<file path="src/rtl/core/isb_pkg.sv">
package isb_pkg;

    localparam int BYTE_W = 8;
    localparam int IDX_W  = 9;

    // Queue depths
    localparam int CMD_DEPTH = 2;
    localparam int CMD_CNT_W = $clog2(CMD_DEPTH + 1);
    localparam int OUT_DEPTH = 3;
    localparam int OUT_CNT_W = $clog2(OUT_DEPTH + 1);

    // Command queue occupancy at which the input stalls
    localparam logic [CMD_CNT_W-1:0] CMD_FULL_CNT = CMD_CNT_W'(CMD_DEPTH);

    // Request kinds
    typedef enum logic [1:0] {
        REQ_BUS     = 2'd0,
        REQ_HOST_WR = 2'd1,
        REQ_HOST_RD = 2'd2,
        REQ_DONE    = 2'd3
    } t_req;

    // Two-wire controller status codes (low three bits masked off)
    localparam logic [7:0] STAT_MASK   = 8'hF8;
    localparam logic [7:0] ST_SR_ADDR  = 8'hA8;
    localparam logic [7:0] ST_SR_ARB   = 8'hB0;
    localparam logic [7:0] ST_TX_ACK   = 8'hB8;
    localparam logic [7:0] ST_TX_NACK  = 8'hC0;
    localparam logic [7:0] ST_SW_ADDR  = 8'h60;
    localparam logic [7:0] ST_SW_ARB   = 8'h68;
    localparam logic [7:0] ST_RX_DATA  = 8'h80;

    // Command code stored when a new write frame opens
    localparam logic [7:0] CODE_NONE = 8'hFF;

    // Classified operations
    typedef enum logic [3:0] {
        OP_RD_ADDR   = 4'd0,
        OP_TX_ACK    = 4'd1,
        OP_TX_NACK   = 4'd2,
        OP_WR_ADDR   = 4'd3,
        OP_RX_DATA   = 4'd4,
        OP_BUS_OTHER = 4'd5,
        OP_HOST_WR   = 4'd6,
        OP_HOST_RD   = 4'd7,
        OP_DONE      = 4'd8
    } t_op;

    typedef struct packed {
        logic [1:0]        req_type;
        logic [7:0]        bus_status;
        logic [7:0]        bus_byte;
        logic [IDX_W-1:0]  host_index;
        logic [7:0]        host_byte;
    } t_in_word;

    typedef struct packed {
        logic [7:0] tx_byte;
        logic       tx_loaded;
        logic       ack_enable;
        logic       order_pending;
        logic [7:0] host_read_byte;
    } t_out_word;

    // Classified command handed from front to back
    typedef struct packed {
        t_op               op;
        logic [7:0]        data;
        logic [IDX_W-1:0]  index;
    } t_cmd;

endpackage

</file>
<file path="src/rtl/core/isb_fifo.sv">
module isb_fifo #(
    parameter int WIDTH = 8,
    parameter int DEPTH = 2
) (
    input  logic                           i_clk,
    input  logic                           i_rst_n,
    input  logic                           i_push,
    input  logic [WIDTH-1:0]               i_data,
    input  logic                           i_pop,
    output logic                           o_valid,
    output logic [WIDTH-1:0]               o_data,
    output logic [$clog2(DEPTH+1)-1:0]     o_count
);

    localparam int PTR_W = (DEPTH > 1) ? $clog2(DEPTH) : 1;
    localparam int CNT_W = $clog2(DEPTH + 1);

    logic [WIDTH-1:0] r_mem [DEPTH];
    logic [PTR_W-1:0] r_wr_ptr, n_wr_ptr;
    logic [PTR_W-1:0] r_rd_ptr, n_rd_ptr;
    logic [CNT_W-1:0] r_count, n_count;
    logic             full;
    logic             do_push, do_pop;

    assign o_valid = (r_count != '0);
    assign full    = (r_count == CNT_W'(DEPTH));
    assign o_data  = r_mem[r_rd_ptr];
    assign o_count = r_count;

    assign do_push = i_push && !full;
    assign do_pop  = i_pop && o_valid;

    // Pointer wrap and occupancy
    always_comb begin
        n_wr_ptr = r_wr_ptr;
        n_rd_ptr = r_rd_ptr;
        n_count  = r_count;
        if (do_push) begin
            n_wr_ptr = (r_wr_ptr == PTR_W'(DEPTH - 1)) ? '0 : r_wr_ptr + 1'b1;
        end
        if (do_pop) begin
            n_rd_ptr = (r_rd_ptr == PTR_W'(DEPTH - 1)) ? '0 : r_rd_ptr + 1'b1;
        end
        if (do_push && !do_pop) begin
            n_count = r_count + 1'b1;
        end else if (do_pop && !do_push) begin
            n_count = r_count - 1'b1;
        end
    end

    always_ff @(posedge i_clk) begin
        if (!i_rst_n) begin
            r_wr_ptr <= '0;
            r_rd_ptr <= '0;
            r_count  <= '0;
        end else begin
            r_wr_ptr <= n_wr_ptr;
            r_rd_ptr <= n_rd_ptr;
            r_count  <= n_count;
        end
    end

    // Entry storage
    always_ff @(posedge i_clk) begin
        if (do_push) begin
            r_mem[r_wr_ptr] <= i_data;
        end
    end

endmodule

</file>
<file path="src/rtl/core/isb_front.sv">
module isb_front (
    input  logic              i_in_valid,
    input  isb_pkg::t_in_word i_in_word,
    input  logic              i_q_full,
    output logic              o_in_stall,
    output logic              o_push,
    output isb_pkg::t_cmd     o_cmd
);

    logic [7:0] status;

    assign o_in_stall = i_q_full;
    assign o_push     = i_in_valid && !i_q_full;
    assign status     = i_in_word.bus_status & isb_pkg::STAT_MASK;

    // Classify the request into one operation
    always_comb begin
        o_cmd.index = i_in_word.host_index;
        o_cmd.data  = i_in_word.bus_byte;
        o_cmd.op    = isb_pkg::OP_BUS_OTHER;
        unique case (isb_pkg::t_req'(i_in_word.req_type))
            isb_pkg::REQ_BUS: begin
                unique case (status)
                    isb_pkg::ST_SR_ADDR,
                    isb_pkg::ST_SR_ARB:  o_cmd.op = isb_pkg::OP_RD_ADDR;
                    isb_pkg::ST_TX_ACK:  o_cmd.op = isb_pkg::OP_TX_ACK;
                    isb_pkg::ST_TX_NACK: o_cmd.op = isb_pkg::OP_TX_NACK;
                    isb_pkg::ST_SW_ADDR,
                    isb_pkg::ST_SW_ARB:  o_cmd.op = isb_pkg::OP_WR_ADDR;
                    isb_pkg::ST_RX_DATA: o_cmd.op = isb_pkg::OP_RX_DATA;
                    default:             o_cmd.op = isb_pkg::OP_BUS_OTHER;
                endcase
            end
            isb_pkg::REQ_HOST_WR: begin
                o_cmd.op   = isb_pkg::OP_HOST_WR;
                o_cmd.data = i_in_word.host_byte;
            end
            isb_pkg::REQ_HOST_RD: o_cmd.op = isb_pkg::OP_HOST_RD;
            isb_pkg::REQ_DONE:    o_cmd.op = isb_pkg::OP_DONE;
        endcase
    end

endmodule

</file>
<file path="src/rtl/core/isb_back.sv">
module isb_back #(
    parameter int DATA_BYTES = 256
) (
    input  logic                            i_clk,
    input  logic                            i_rst_n,
    input  logic                            i_cmd_valid,
    input  isb_pkg::t_cmd                   i_cmd,
    output logic                            o_cmd_pop,
    input  logic [isb_pkg::OUT_CNT_W-1:0]   i_out_count,
    output logic                            o_res_valid,
    output isb_pkg::t_out_word              o_res
);

    localparam int MBOX_DEPTH = DATA_BYTES + 2;
    localparam int POS_W      = $clog2(MBOX_DEPTH);
    localparam int MEM_AW     = $clog2(DATA_BYTES);
    localparam int CMP_W      = (POS_W + 1 > isb_pkg::IDX_W + 1) ? POS_W + 1
                                                                  : isb_pkg::IDX_W + 1;
    localparam int OCC_W      = isb_pkg::OUT_CNT_W + 1;

    // Frame state
    logic [POS_W-1:0] r_pos, n_pos;
    logic             r_in_rx, n_in_rx;
    logic             r_pend, n_pend;
    logic             r_ack, n_ack;
    logic [7:0]       r_code, n_code;
    logic [7:0]       r_len, n_len;

    // Data byte storage
    logic [7:0]        r_mem [DATA_BYTES];
    logic [7:0]        r_mem_q;
    logic              mem_we, mem_re;
    logic [MEM_AW-1:0] mem_wa, mem_ra;

    // Result stage
    logic       r_rd_vld;
    logic       r_rd_loaded, n_rd_loaded;
    logic       r_rd_hread, n_rd_hread;
    logic       r_rd_src_mem, n_rd_src_mem;
    logic [7:0] r_rd_byte, n_rd_byte;
    logic       r_rd_ack, r_rd_pend;
    logic [7:0] rd_val;

    logic [CMP_W-1:0]  pos_x, pos_inc, idx_x, len_end;
    logic [7:0]        len_eff;
    logic              end_hit, idx_ok;
    logic [MEM_AW-1:0] pos_mem, idx_mem;

    // Issue only when the output queue is sure to have room
    assign o_cmd_pop = i_cmd_valid &&
                       ((OCC_W'(i_out_count) + OCC_W'(r_rd_vld)) < OCC_W'(isb_pkg::OUT_DEPTH));

    // Position arithmetic and end-of-frame test
    always_comb begin
        pos_x   = CMP_W'(r_pos);
        pos_inc = pos_x + CMP_W'(1);
        idx_x   = CMP_W'(i_cmd.index);
        idx_ok  = idx_x < CMP_W'(MBOX_DEPTH);
        len_eff = (i_cmd.op == isb_pkg::OP_RX_DATA && r_pos == POS_W'(1)) ? i_cmd.data
                                                                            : r_len;
        len_end = CMP_W'(len_eff) + CMP_W'(2);
        end_hit = (pos_inc >= CMP_W'(MBOX_DEPTH)) ||
                  ((pos_inc >= CMP_W'(2)) && (pos_inc >= len_end));
        pos_mem = MEM_AW'(pos_x - CMP_W'(2));
        idx_mem = MEM_AW'(idx_x - CMP_W'(2));
    end

    // Execute one command
    always_comb begin
        n_pos        = r_pos;
        n_in_rx      = r_in_rx;
        n_pend       = r_pend;
        n_ack        = r_ack;
        n_code       = r_code;
        n_len        = r_len;
        mem_we       = 1'b0;
        mem_wa       = idx_mem;
        mem_re       = 1'b0;
        mem_ra       = idx_mem;
        n_rd_loaded  = 1'b0;
        n_rd_hread   = 1'b0;
        n_rd_src_mem = 1'b0;
        n_rd_byte    = '0;
        if (o_cmd_pop) begin
            unique case (i_cmd.op)
                isb_pkg::OP_RD_ADDR: begin
                    n_rd_loaded = 1'b1;
                    n_rd_byte   = r_code;
                    n_pos       = POS_W'(1);
                    n_ack       = 1'b1;
                end
                isb_pkg::OP_TX_ACK: begin
                    n_rd_loaded = 1'b1;
                    if (r_pos == POS_W'(0)) begin
                        n_rd_byte = r_code;
                    end else if (r_pos == POS_W'(1)) begin
                        n_rd_byte = r_len;
                    end else begin
                        n_rd_src_mem = 1'b1;
                        mem_re       = 1'b1;
                        mem_ra       = pos_mem;
                    end
                    n_pos = end_hit ? '0 : POS_W'(pos_inc);
                    n_ack = 1'b1;
                end
                isb_pkg::OP_TX_NACK: begin
                    n_pos = '0;
                    n_ack = 1'b1;
                end
                isb_pkg::OP_WR_ADDR: begin
                    n_in_rx = 1'b1;
                    n_code  = isb_pkg::CODE_NONE;
                    n_len   = '0;
                    n_pos   = '0;
                    n_ack   = 1'b1;
                end
                isb_pkg::OP_RX_DATA: begin
                    if (r_pos == POS_W'(0)) begin
                        n_code = i_cmd.data;
                    end else if (r_pos == POS_W'(1)) begin
                        n_len = i_cmd.data;
                    end else begin
                        mem_we = 1'b1;
                        mem_wa = pos_mem;
                    end
                    if (end_hit) begin
                        n_ack   = 1'b0;
                        n_in_rx = 1'b0;
                        n_pend  = 1'b1;
                        n_pos   = '0;
                    end else begin
                        n_pos = POS_W'(pos_inc);
                        n_ack = 1'b1;
                    end
                end
                isb_pkg::OP_BUS_OTHER: begin
                    if (r_pend) begin
                        n_ack = 1'b0;
                    end else if (r_in_rx) begin
                        n_ack   = 1'b0;
                        n_in_rx = 1'b0;
                        n_pend  = 1'b1;
                        n_pos   = '0;
                    end else begin
                        n_pos   = '0;
                        n_in_rx = 1'b0;
                        n_ack   = 1'b1;
                    end
                end
                isb_pkg::OP_HOST_WR: begin
                    if (idx_ok) begin
                        if (idx_x == CMP_W'(0)) begin
                            n_code = i_cmd.data;
                        end else if (idx_x == CMP_W'(1)) begin
                            n_len = i_cmd.data;
                        end else begin
                            mem_we = 1'b1;
                        end
                    end
                end
                isb_pkg::OP_HOST_RD: begin
                    if (idx_ok) begin
                        n_rd_hread = 1'b1;
                        if (idx_x == CMP_W'(0)) begin
                            n_rd_byte = r_code;
                        end else if (idx_x == CMP_W'(1)) begin
                            n_rd_byte = r_len;
                        end else begin
                            n_rd_src_mem = 1'b1;
                            mem_re       = 1'b1;
                        end
                    end
                end
                isb_pkg::OP_DONE: begin
                    if (r_pend) begin
                        n_pend = 1'b0;
                        n_ack  = 1'b1;
                    end
                end
                default: begin
                    n_pos = r_pos;
                end
            endcase
        end
    end

    // Control state
    always_ff @(posedge i_clk) begin
        if (!i_rst_n) begin
            r_pos    <= '0;
            r_in_rx  <= 1'b0;
            r_pend   <= 1'b0;
            r_ack    <= 1'b1;
            r_rd_vld <= 1'b0;
        end else begin
            r_pos    <= n_pos;
            r_in_rx  <= n_in_rx;
            r_pend   <= n_pend;
            r_ack    <= n_ack;
            r_rd_vld <= o_cmd_pop;
        end
    end

    // Payload registers
    always_ff @(posedge i_clk) begin
        r_code       <= n_code;
        r_len        <= n_len;
        r_rd_loaded  <= n_rd_loaded;
        r_rd_hread   <= n_rd_hread;
        r_rd_src_mem <= n_rd_src_mem;
        r_rd_byte    <= n_rd_byte;
        r_rd_ack     <= n_ack;
        r_rd_pend    <= n_pend;
    end

    // Data memory, one write and one registered read port
    always_ff @(posedge i_clk) begin
        if (mem_we) begin
            r_mem[mem_wa] <= i_cmd.data;
        end
        if (mem_re) begin
            r_mem_q <= r_mem[mem_ra];
        end
    end

    // Assemble the result word
    assign rd_val      = r_rd_src_mem ? r_mem_q : r_rd_byte;
    assign o_res_valid = r_rd_vld;
    always_comb begin
        o_res.tx_byte        = r_rd_loaded ? rd_val : '0;
        o_res.tx_loaded      = r_rd_loaded;
        o_res.ack_enable     = r_rd_ack;
        o_res.order_pending  = r_rd_pend;
        o_res.host_read_byte = r_rd_hread ? rd_val : '0;
    end

endmodule

</file>
<file path="src/rtl/core/i2c_slave_command_buffer_core.sv">
// I2C slave command mailbox framer.
// Input channel (i_in_valid / o_in_stall / i_in_word) carries one word per
// controller status event or host request: bus event, host buffer write,
// host buffer read or host order done. Every input word yields exactly one
// output word on (o_out_valid / i_out_stall / o_out_word), in order.
// A front decoder classifies each word into a two-entry command queue; the
// back end updates the frame state and the data byte memory and registers
// the result into a three-entry output queue.
// Path: an accepted word passes through the command queue, the back end
// result registers and the output queue before it is offered on the output.
// Throughput: one word per cycle while the receiver does not stall, set by the
// back end issuing one command a cycle, memory read registered in result stage.
// Reset: frame position and receive flag clear, order pending clears and
// acknowledge is enabled; both queues empty. Mailbox contents are undefined
// until written.
// When the receiver stalls, the output queue fills, the back end holds off,
// the command queue fills and o_in_stall rises; no word is lost.
module i2c_slave_command_buffer_core #(
    parameter int DATA_BYTES = 256
) (
    input  logic               i_clk,
    input  logic               i_rst_n,
    input  logic               i_in_valid,
    output logic               o_in_stall,
    input  isb_pkg::t_in_word  i_in_word,
    output logic               o_out_valid,
    input  logic               i_out_stall,
    output isb_pkg::t_out_word o_out_word
);

    localparam int CMD_W = $bits(isb_pkg::t_cmd);
    localparam int OUT_W = $bits(isb_pkg::t_out_word);

    logic                          cmd_push, cmd_full, cmd_valid, cmd_pop;
    isb_pkg::t_cmd                 cmd_in, cmd_out;
    logic [CMD_W-1:0]              cmd_bits;
    logic [isb_pkg::CMD_CNT_W-1:0] cmd_count;
    logic                          res_valid;
    isb_pkg::t_out_word            res_word;
    logic [isb_pkg::OUT_CNT_W-1:0] out_count;
    logic [OUT_W-1:0]              out_bits;

    // Front: decode incoming words
    isb_front u_front (
        .i_in_valid (i_in_valid),
        .i_in_word  (i_in_word),
        .i_q_full   (cmd_full),
        .o_in_stall (o_in_stall),
        .o_push     (cmd_push),
        .o_cmd      (cmd_in)
    );

    // Command queue between front and back
    isb_fifo #(
        .WIDTH (CMD_W),
        .DEPTH (isb_pkg::CMD_DEPTH)
    ) u_cmd_q (
        .i_clk   (i_clk),
        .i_rst_n (i_rst_n),
        .i_push  (cmd_push),
        .i_data  (cmd_in),
        .i_pop   (cmd_pop),
        .o_valid (cmd_valid),
        .o_data  (cmd_bits),
        .o_count (cmd_count)
    );

    assign cmd_full = (cmd_count == isb_pkg::CMD_FULL_CNT);
    assign cmd_out  = isb_pkg::t_cmd'(cmd_bits);

    // Back: frame state, mailbox and results
    isb_back #(
        .DATA_BYTES (DATA_BYTES)
    ) u_back (
        .i_clk       (i_clk),
        .i_rst_n     (i_rst_n),
        .i_cmd_valid (cmd_valid),
        .i_cmd       (cmd_out),
        .o_cmd_pop   (cmd_pop),
        .i_out_count (out_count),
        .o_res_valid (res_valid),
        .o_res       (res_word)
    );

    // Output queue decouples the receiver
    isb_fifo #(
        .WIDTH (OUT_W),
        .DEPTH (isb_pkg::OUT_DEPTH)
    ) u_out_q (
        .i_clk   (i_clk),
        .i_rst_n (i_rst_n),
        .i_push  (res_valid),
        .i_data  (res_word),
        .i_pop   (!i_out_stall),
        .o_valid (o_out_valid),
        .o_data  (out_bits),
        .o_count (out_count)
    );

    assign o_out_word = isb_pkg::t_out_word'(out_bits);

endmodule

</file>
<file path="config.mk">
export PLATFORM = sky130hd
export DESIGN_NAME = i2c_slave_command_buffer_core
export DESIGN_NICKNAME = d
export VERILOG_FILES = /design/src/rtl/core/isb_pkg.sv /design/src/rtl/core/isb_fifo.sv /design/src/rtl/core/isb_front.sv /design/src/rtl/core/isb_back.sv /design/src/rtl/core/i2c_slave_command_buffer_core.sv
export SDC_FILE = /design/constraint.sdc
export NUM_CORES = 2
export LEC_CHECK = 0
export ABC_AREA = 1
export BUFFER_PORTS_ARGS = -buffer_cell sky130_fd_sc_hd__buf_2
export CAP_MARGIN = 20
export CORE_MARGIN = 1.5
export CORE_UTILIZATION = 55
export CTS_CLUSTER_DIAMETER = 60
export DETAILED_ROUTE_END_ITERATION = 6
export PLACE_DENSITY = 0.68
export SYNTH_ARGS = -nofsm -noshare
export SYNTH_HDL_FRONTEND = slang
export SYNTH_SLANG_ARGS = --single-unit
export TNS_END_PERCENT = 20
</file>
<file path="constraint.sdc">
create_clock -name i_clk -period 18.33 [get_ports i_clk]
set_clock_uncertainty 0.1 [all_clocks]
set_input_delay 0.9165 -clock i_clk [delete_from_list [all_inputs] [get_ports i_clk]]
set_output_delay 0.9165 -clock i_clk [all_outputs]
set_load 0.005 [all_outputs]
</file>
# Word level (Yosys, flattened, before mapping)
# Memories as Yosys holds them, arrays and structs flattened. A register that Yosys moved wholly into a read port is not among the register bits.
# Index checks and enable logic that the tools add are counted.
# classes
add_sub_neg	13
magnitude_cmp	5
eq_ne	33
mux	75
reduce_logical	42
# op_table
operator	n
two-way mux 8 bit	24
case mux 8 bit (3 select lines)	3
case mux 9 bit (4 select lines)	1
two-way mux 1 bit	30
equality test 5 bit, second input constant	5
equality test 9 x 1 -> 1 bit, second input constant	2
two-way mux 9 bit	2
equality test 4 x 3 -> 1 bit, second input constant	4
two-way mux 2 bit	8
case mux 4 bit (4 select lines)	1
subtractor 8 x 2 -> 8 bit, second input constant	2
case mux 3 bit (5 select lines)	1
equality test 2 bit, second input constant	6
logical AND 1 bit	12
adder 9 x 1 -> 10 bit, second input constant	1
equality test 5 x 4 -> 1 bit, second input constant	2
greater-or-equal comparator 10 bit	1
greater-or-equal comparator 10 x 2 -> 1 bit, second input constant	1
greater-or-equal comparator 10 x 9 -> 1 bit, second input constant	1
zero test 10 bit	1
inequality test 2 bit, second input constant	5
OR reduction 2 bit	5
adder 8 x 2 -> 9 bit, second input constant	1
zero test 9 bit	1
27 further kinds	48
# word_totals
regBits	52
ram_bits	2147
inputBits	39
out_inout_bits	21
word_cells	190
memories	3
# mem_list
memory	depth	width	read_ports	rd_ports_with_merged_regs	wr	line	text
u_back.r_mem	256	8	1	1	1	isb_back.sv:30	logic [7:0] r_mem [DATA_BYTES];
u_out_q.r_mem	3	19	1	1	1	isb_fifo.sv:18	logic [WIDTH-1:0] r_mem [DEPTH];
u_cmd_q.r_mem	2	21	1	1	1	isb_fifo.sv:18	

# Logic depth before layout (Yosys ltp)
# depth
ltp_word	10
mapped_depth	29
depth_no_buf	27

# Modules after synthesis
# A second synthesis with hierarchy kept.
# unflattened
hier_cells	8758
hier_area_um2	96562.6
# modules_own_cells
mod	n_inst	cells_each	area_per_inst_um2	seq_area_each_um2
isb_back	1	8409	91886.9	62740.2
isb_fifo (u_out_q)	1	192	2467.4	1871.8
isb_fifo (u_cmd_q)	1	101	1839.3	1361.3
isb_front	1	53	355.3	0.0
i2c_slave_command_buffer_core	1	3	13.8	0.0

# Least setup slack after synthesis
# No wires, ideal clock.
# synth_path
path_type	reg-to-reg
start	register (tool-made name)
end	register u_back.r_pos[1]
setup_time_ns	0.070
t_arrival_ns	13.808
required_ns	18.160
slack_ns	4.351
stages_incl_launch_ff	19
n_path_buf	2
synth_period_minus_slack_ns	13.979
path_cell_list	dfxtp_1 > buf_4 > buf_6 > o21ai_0 > inv_1 > o21ai_0 > nand3_1 > nand3b_1 > xor2_1 > ha_1 > a21oi_1 > nor2_1 > nor3_1 > nand3_1 > nand2_1 > nand2_1 > nor3_2 > nand2_1 > a21oi_1
# synth_rtl
item	line	text
end signal: assignment	isb_back.sv:196	r_pos <= n_pos;
end: declaration	isb_back.sv:22	logic [POS_W-1:0] r_pos, n_pos;

==> reports/metrics.cfg <==
[timing]
finalHoldViolCount = 0
setup_viol = 0
fin_crit_ns = 7.23
drv_slew = 0
rsz0062_at_grt = no
whs_ns = 0.156
tightest_slew_ns = 1.16
finalCritPeriodShare = 0.395
max_freq_mhz = 138
setup_ws_ns = 11.10
relSlewSlack = 0.227
fin_setup_tns_ns = 0

[clock_tree]
cts_tree = built
cts_setup_buffers = 0
cts.clk_slew.worst_paths_ns = 0.06
cts_resized = 0
cts_root_buffer = clkbuf_16
cts_hold_buf = 0
cts_num_sinks = 2210
clkLatencyLatePin_ns = 0.87
clk_path_buf_depth = 3
cts_max_level = 4
numCtsBuffers = 221

[yosys]
synth.distinct_cells = 55
synth_edf_count = 2171
netlist_area_um2 = 97400
synth_flop_cell = edfxtp_1
ys_warn_count = 0
synth_cells = 9401
synth_seq_area_share = 0.678
syn_avg_cell_area_um2 = 10.4
synth_top_area_frac = 0.670
synthTopCellsByCount = 2494 x nand2_1, 2171 x edfxtp_1, 1774 x nand3_1
synthArstFlopShare = 0
synth.most_common_cell = nand2_1
synth_seq_cells = 2210
yosysTopAreaCell = edfxtp_1
synth.top_cells.by_area = edfxtp_1 67%, nand2_1 9.6%, nand3_1 9.1%
syn-num-nets = 9464

[die]
fp.dieW_um = 424
ios = 60
die_area_um2 = 180000
design.core.area_um2 = 176000
fp.dieH_um = 424
rows = 154
start_util = 0.553

[worst_setup_path]
critPathBufInv = 5
arrival_ns = 7.69
required_ns = 18.79
cp-start-kind = flop
critical_path.top_delay_family = simple AND/OR/NAND/NOR gates
crit_type = flop to flop
path_cells = buf_4 -> inv_2 -> nand2_1 -> nand2_2 -> nor2_2 -> nand2_2 -> nor2_8 -> nand3_4 -> nand2_8 -> buf_4 -> buf_12 -> buf_4 -> nand2_1 -> nand3_1 -> nand3_1 -> nand3_1 -> nand3_1 -> nand3_1 -> nand3_1 -> nand3_1 -> nand2_1
critical_path_peak_fanout = 188
cpMostUsedCell = nand3_1
cp-end-kind = flop
cp_slowest_cell = buf_4
cp_slowest_stage_delay_ns = 0.90

[global_routing]
grt_first_pass_wirelength_um = 372000
grt.total_usage = 0.274
antenna_found_initial = 4
grt_pass1_vias = 61700
grt_max_degree = 215
overflow = 0

[pwr]
leakagePower_uw = 0.0431
cellPowerDensity_nw_per_um2 = 170
irDropWorstVdd_mv = 0.199

[place]
place_congestion = 0.922
dpl-instance-area_um2 = 99000
port_buffers = 56
dp_slack_ns = 11.37
dpl.hpwl_um = 136000

[run_status]
status = finished, final reports clean

[worst_hold_path]
hold_class = primary input to flop

[finish]
fill_cells = 13900
nNetsFinal = 9334
multiInputGateArea_um2 = 22900
layout-drive-gt1-share = 0.0602
syn2layout_area_growth_pct = 8.99
fin_area_um2 = 106000
seqCellArea_um2 = 66000
utilization = 0.603

[detailed_routing]
post_drt_wl_per_cell_um = 21.0
drcViolationCount = 0
drt-vias-per-instance = 5.53
dr_total_vias = 65300
drt_iter0_markers = 7618
routed_wl_um = 248000
ant_nets = 0
dr.pass1.iters = 6

[flow_run]
drv_cap = 0

where the power goes:
part / total, uW / switching (uW) / internal (uW)
Sequential: 6310 / 32.5 / 6270
Clock: 4380 / 1910 / 2470
Combinational: 7360 / 5650 / 1720
logic make-up after synthesis:
group	count (synthesis)	synth area share
adder cells (fa/ha/maj)	24	0.00308
XOR/XNOR	18	0.00162
AND/OR/NAND/NOR	4714	0.208
flip-flops	2210	0.678
buffers and inverters	2111	0.0883
multiplexers	22	0.00236
AO/OA/AOI/OAI	302	0.0186
final timing paths:
path,start,end,slack [ns],cells past startpoint
hold / removal,i_in_word[12],u_cmd_q.r_mem[0][4]$_DFFE_PP_,0.16,1
setup reg to reg,flop,u_back.r_mem_q[1]$_DFFE_PP_,11.10,21
hold reg to reg,u_cmd_q.r_rd_ptr$_SDFFE_PN0P_,u_cmd_q.r_rd_ptr$_SDFFE_PN0P_,0.36,1
setup / recovery,flop,u_back.r_mem_q[1]$_DFFE_PP_,11.10,21
layout by cell type, fill, tap and decap left out, drive strengths merged, types with 2 or more instances in the layout:
cell type	n
nand4	2
buf	143
bufinv	15
o21a	3
nor2	369
clkinv	101
nor3	18
mux2	8
o211ai	65
nand3	1780
inv	1621
clkinvlp	2
xor2	17
dfxtp	39
o22ai	16
o21ai	130
or2	13
ha	24
edfxtp	2171
diode	3
clkbuf	285
a21oi	76
a211oi	3
nand2	2526
mux2i	14
nor4	4
final cells by class:
cell class | count | area share
diodes | 3 | 0.0000708
clock buffers | 283 | 0.0551
clock inverters | 126 | 0.0108
inverters | 1613 | 0.0575
multi-input cells | 5080 | 0.216
flip-flops and latches | 2210 | 0.622
well taps | 2340 | 0.0276
repair buffers | 145 | 0.0108
layer usage:
layer	global-route usage	vias up	share of wire
li1	-	30600	-
met1	0.369	31200	0.39
met2	0.442	2997	0.48
met3	0.0543	493	0.093
met4	0.103	10	0.037
met5	0	-	0.00028
through the flow:
step	power, uW	cells
CTS	17900	11800
floorplan	11300	9401
global route	18800	11800
detailed placement	13600	11400
global placement	13500	11400
finish	18000	11800
worst reg2reg max path: cells and delay by family (launching register included):
| kind | cells | cell delay [ns] |
|---|---|---|
| buffers and inverters | 5 | 3.53 |
| flip-flops | 1 | 0.31 |
| AND/OR/NAND/NOR | 16 | 3.01 |
state kept, by name, summed over array words and instances (netlist names), named ones only:
register and flops:
u_back.r_rd_src_mem 1, u_cmd_q.o_count 2, u_back.r_ack 1, u_back.r_rd_pend 1
u_out_q.r_rd_ptr 2, u_back.r_len 8, u_cmd_q.r_rd_ptr 1, u_back.r_in_rx 1
u_back.r_rd_byte 8, u_out_q.r_wr_ptr 2, u_cmd_q.r_wr_ptr 1, u_out_q.r_mem 57
u_out_q.o_count 2, u_back.r_rd_loaded 1, u_cmd_q.r_mem 42, u_back.r_mem_q 8
u_back.o_res_valid 1, u_back.r_mem 2048, u_back.r_rd_hread 1, u_back.r_rd_ack 1
u_back.r_pos 9, u_back.r_code 8, u_back.r_pend 1
Power figures use the tool's default switching activity.
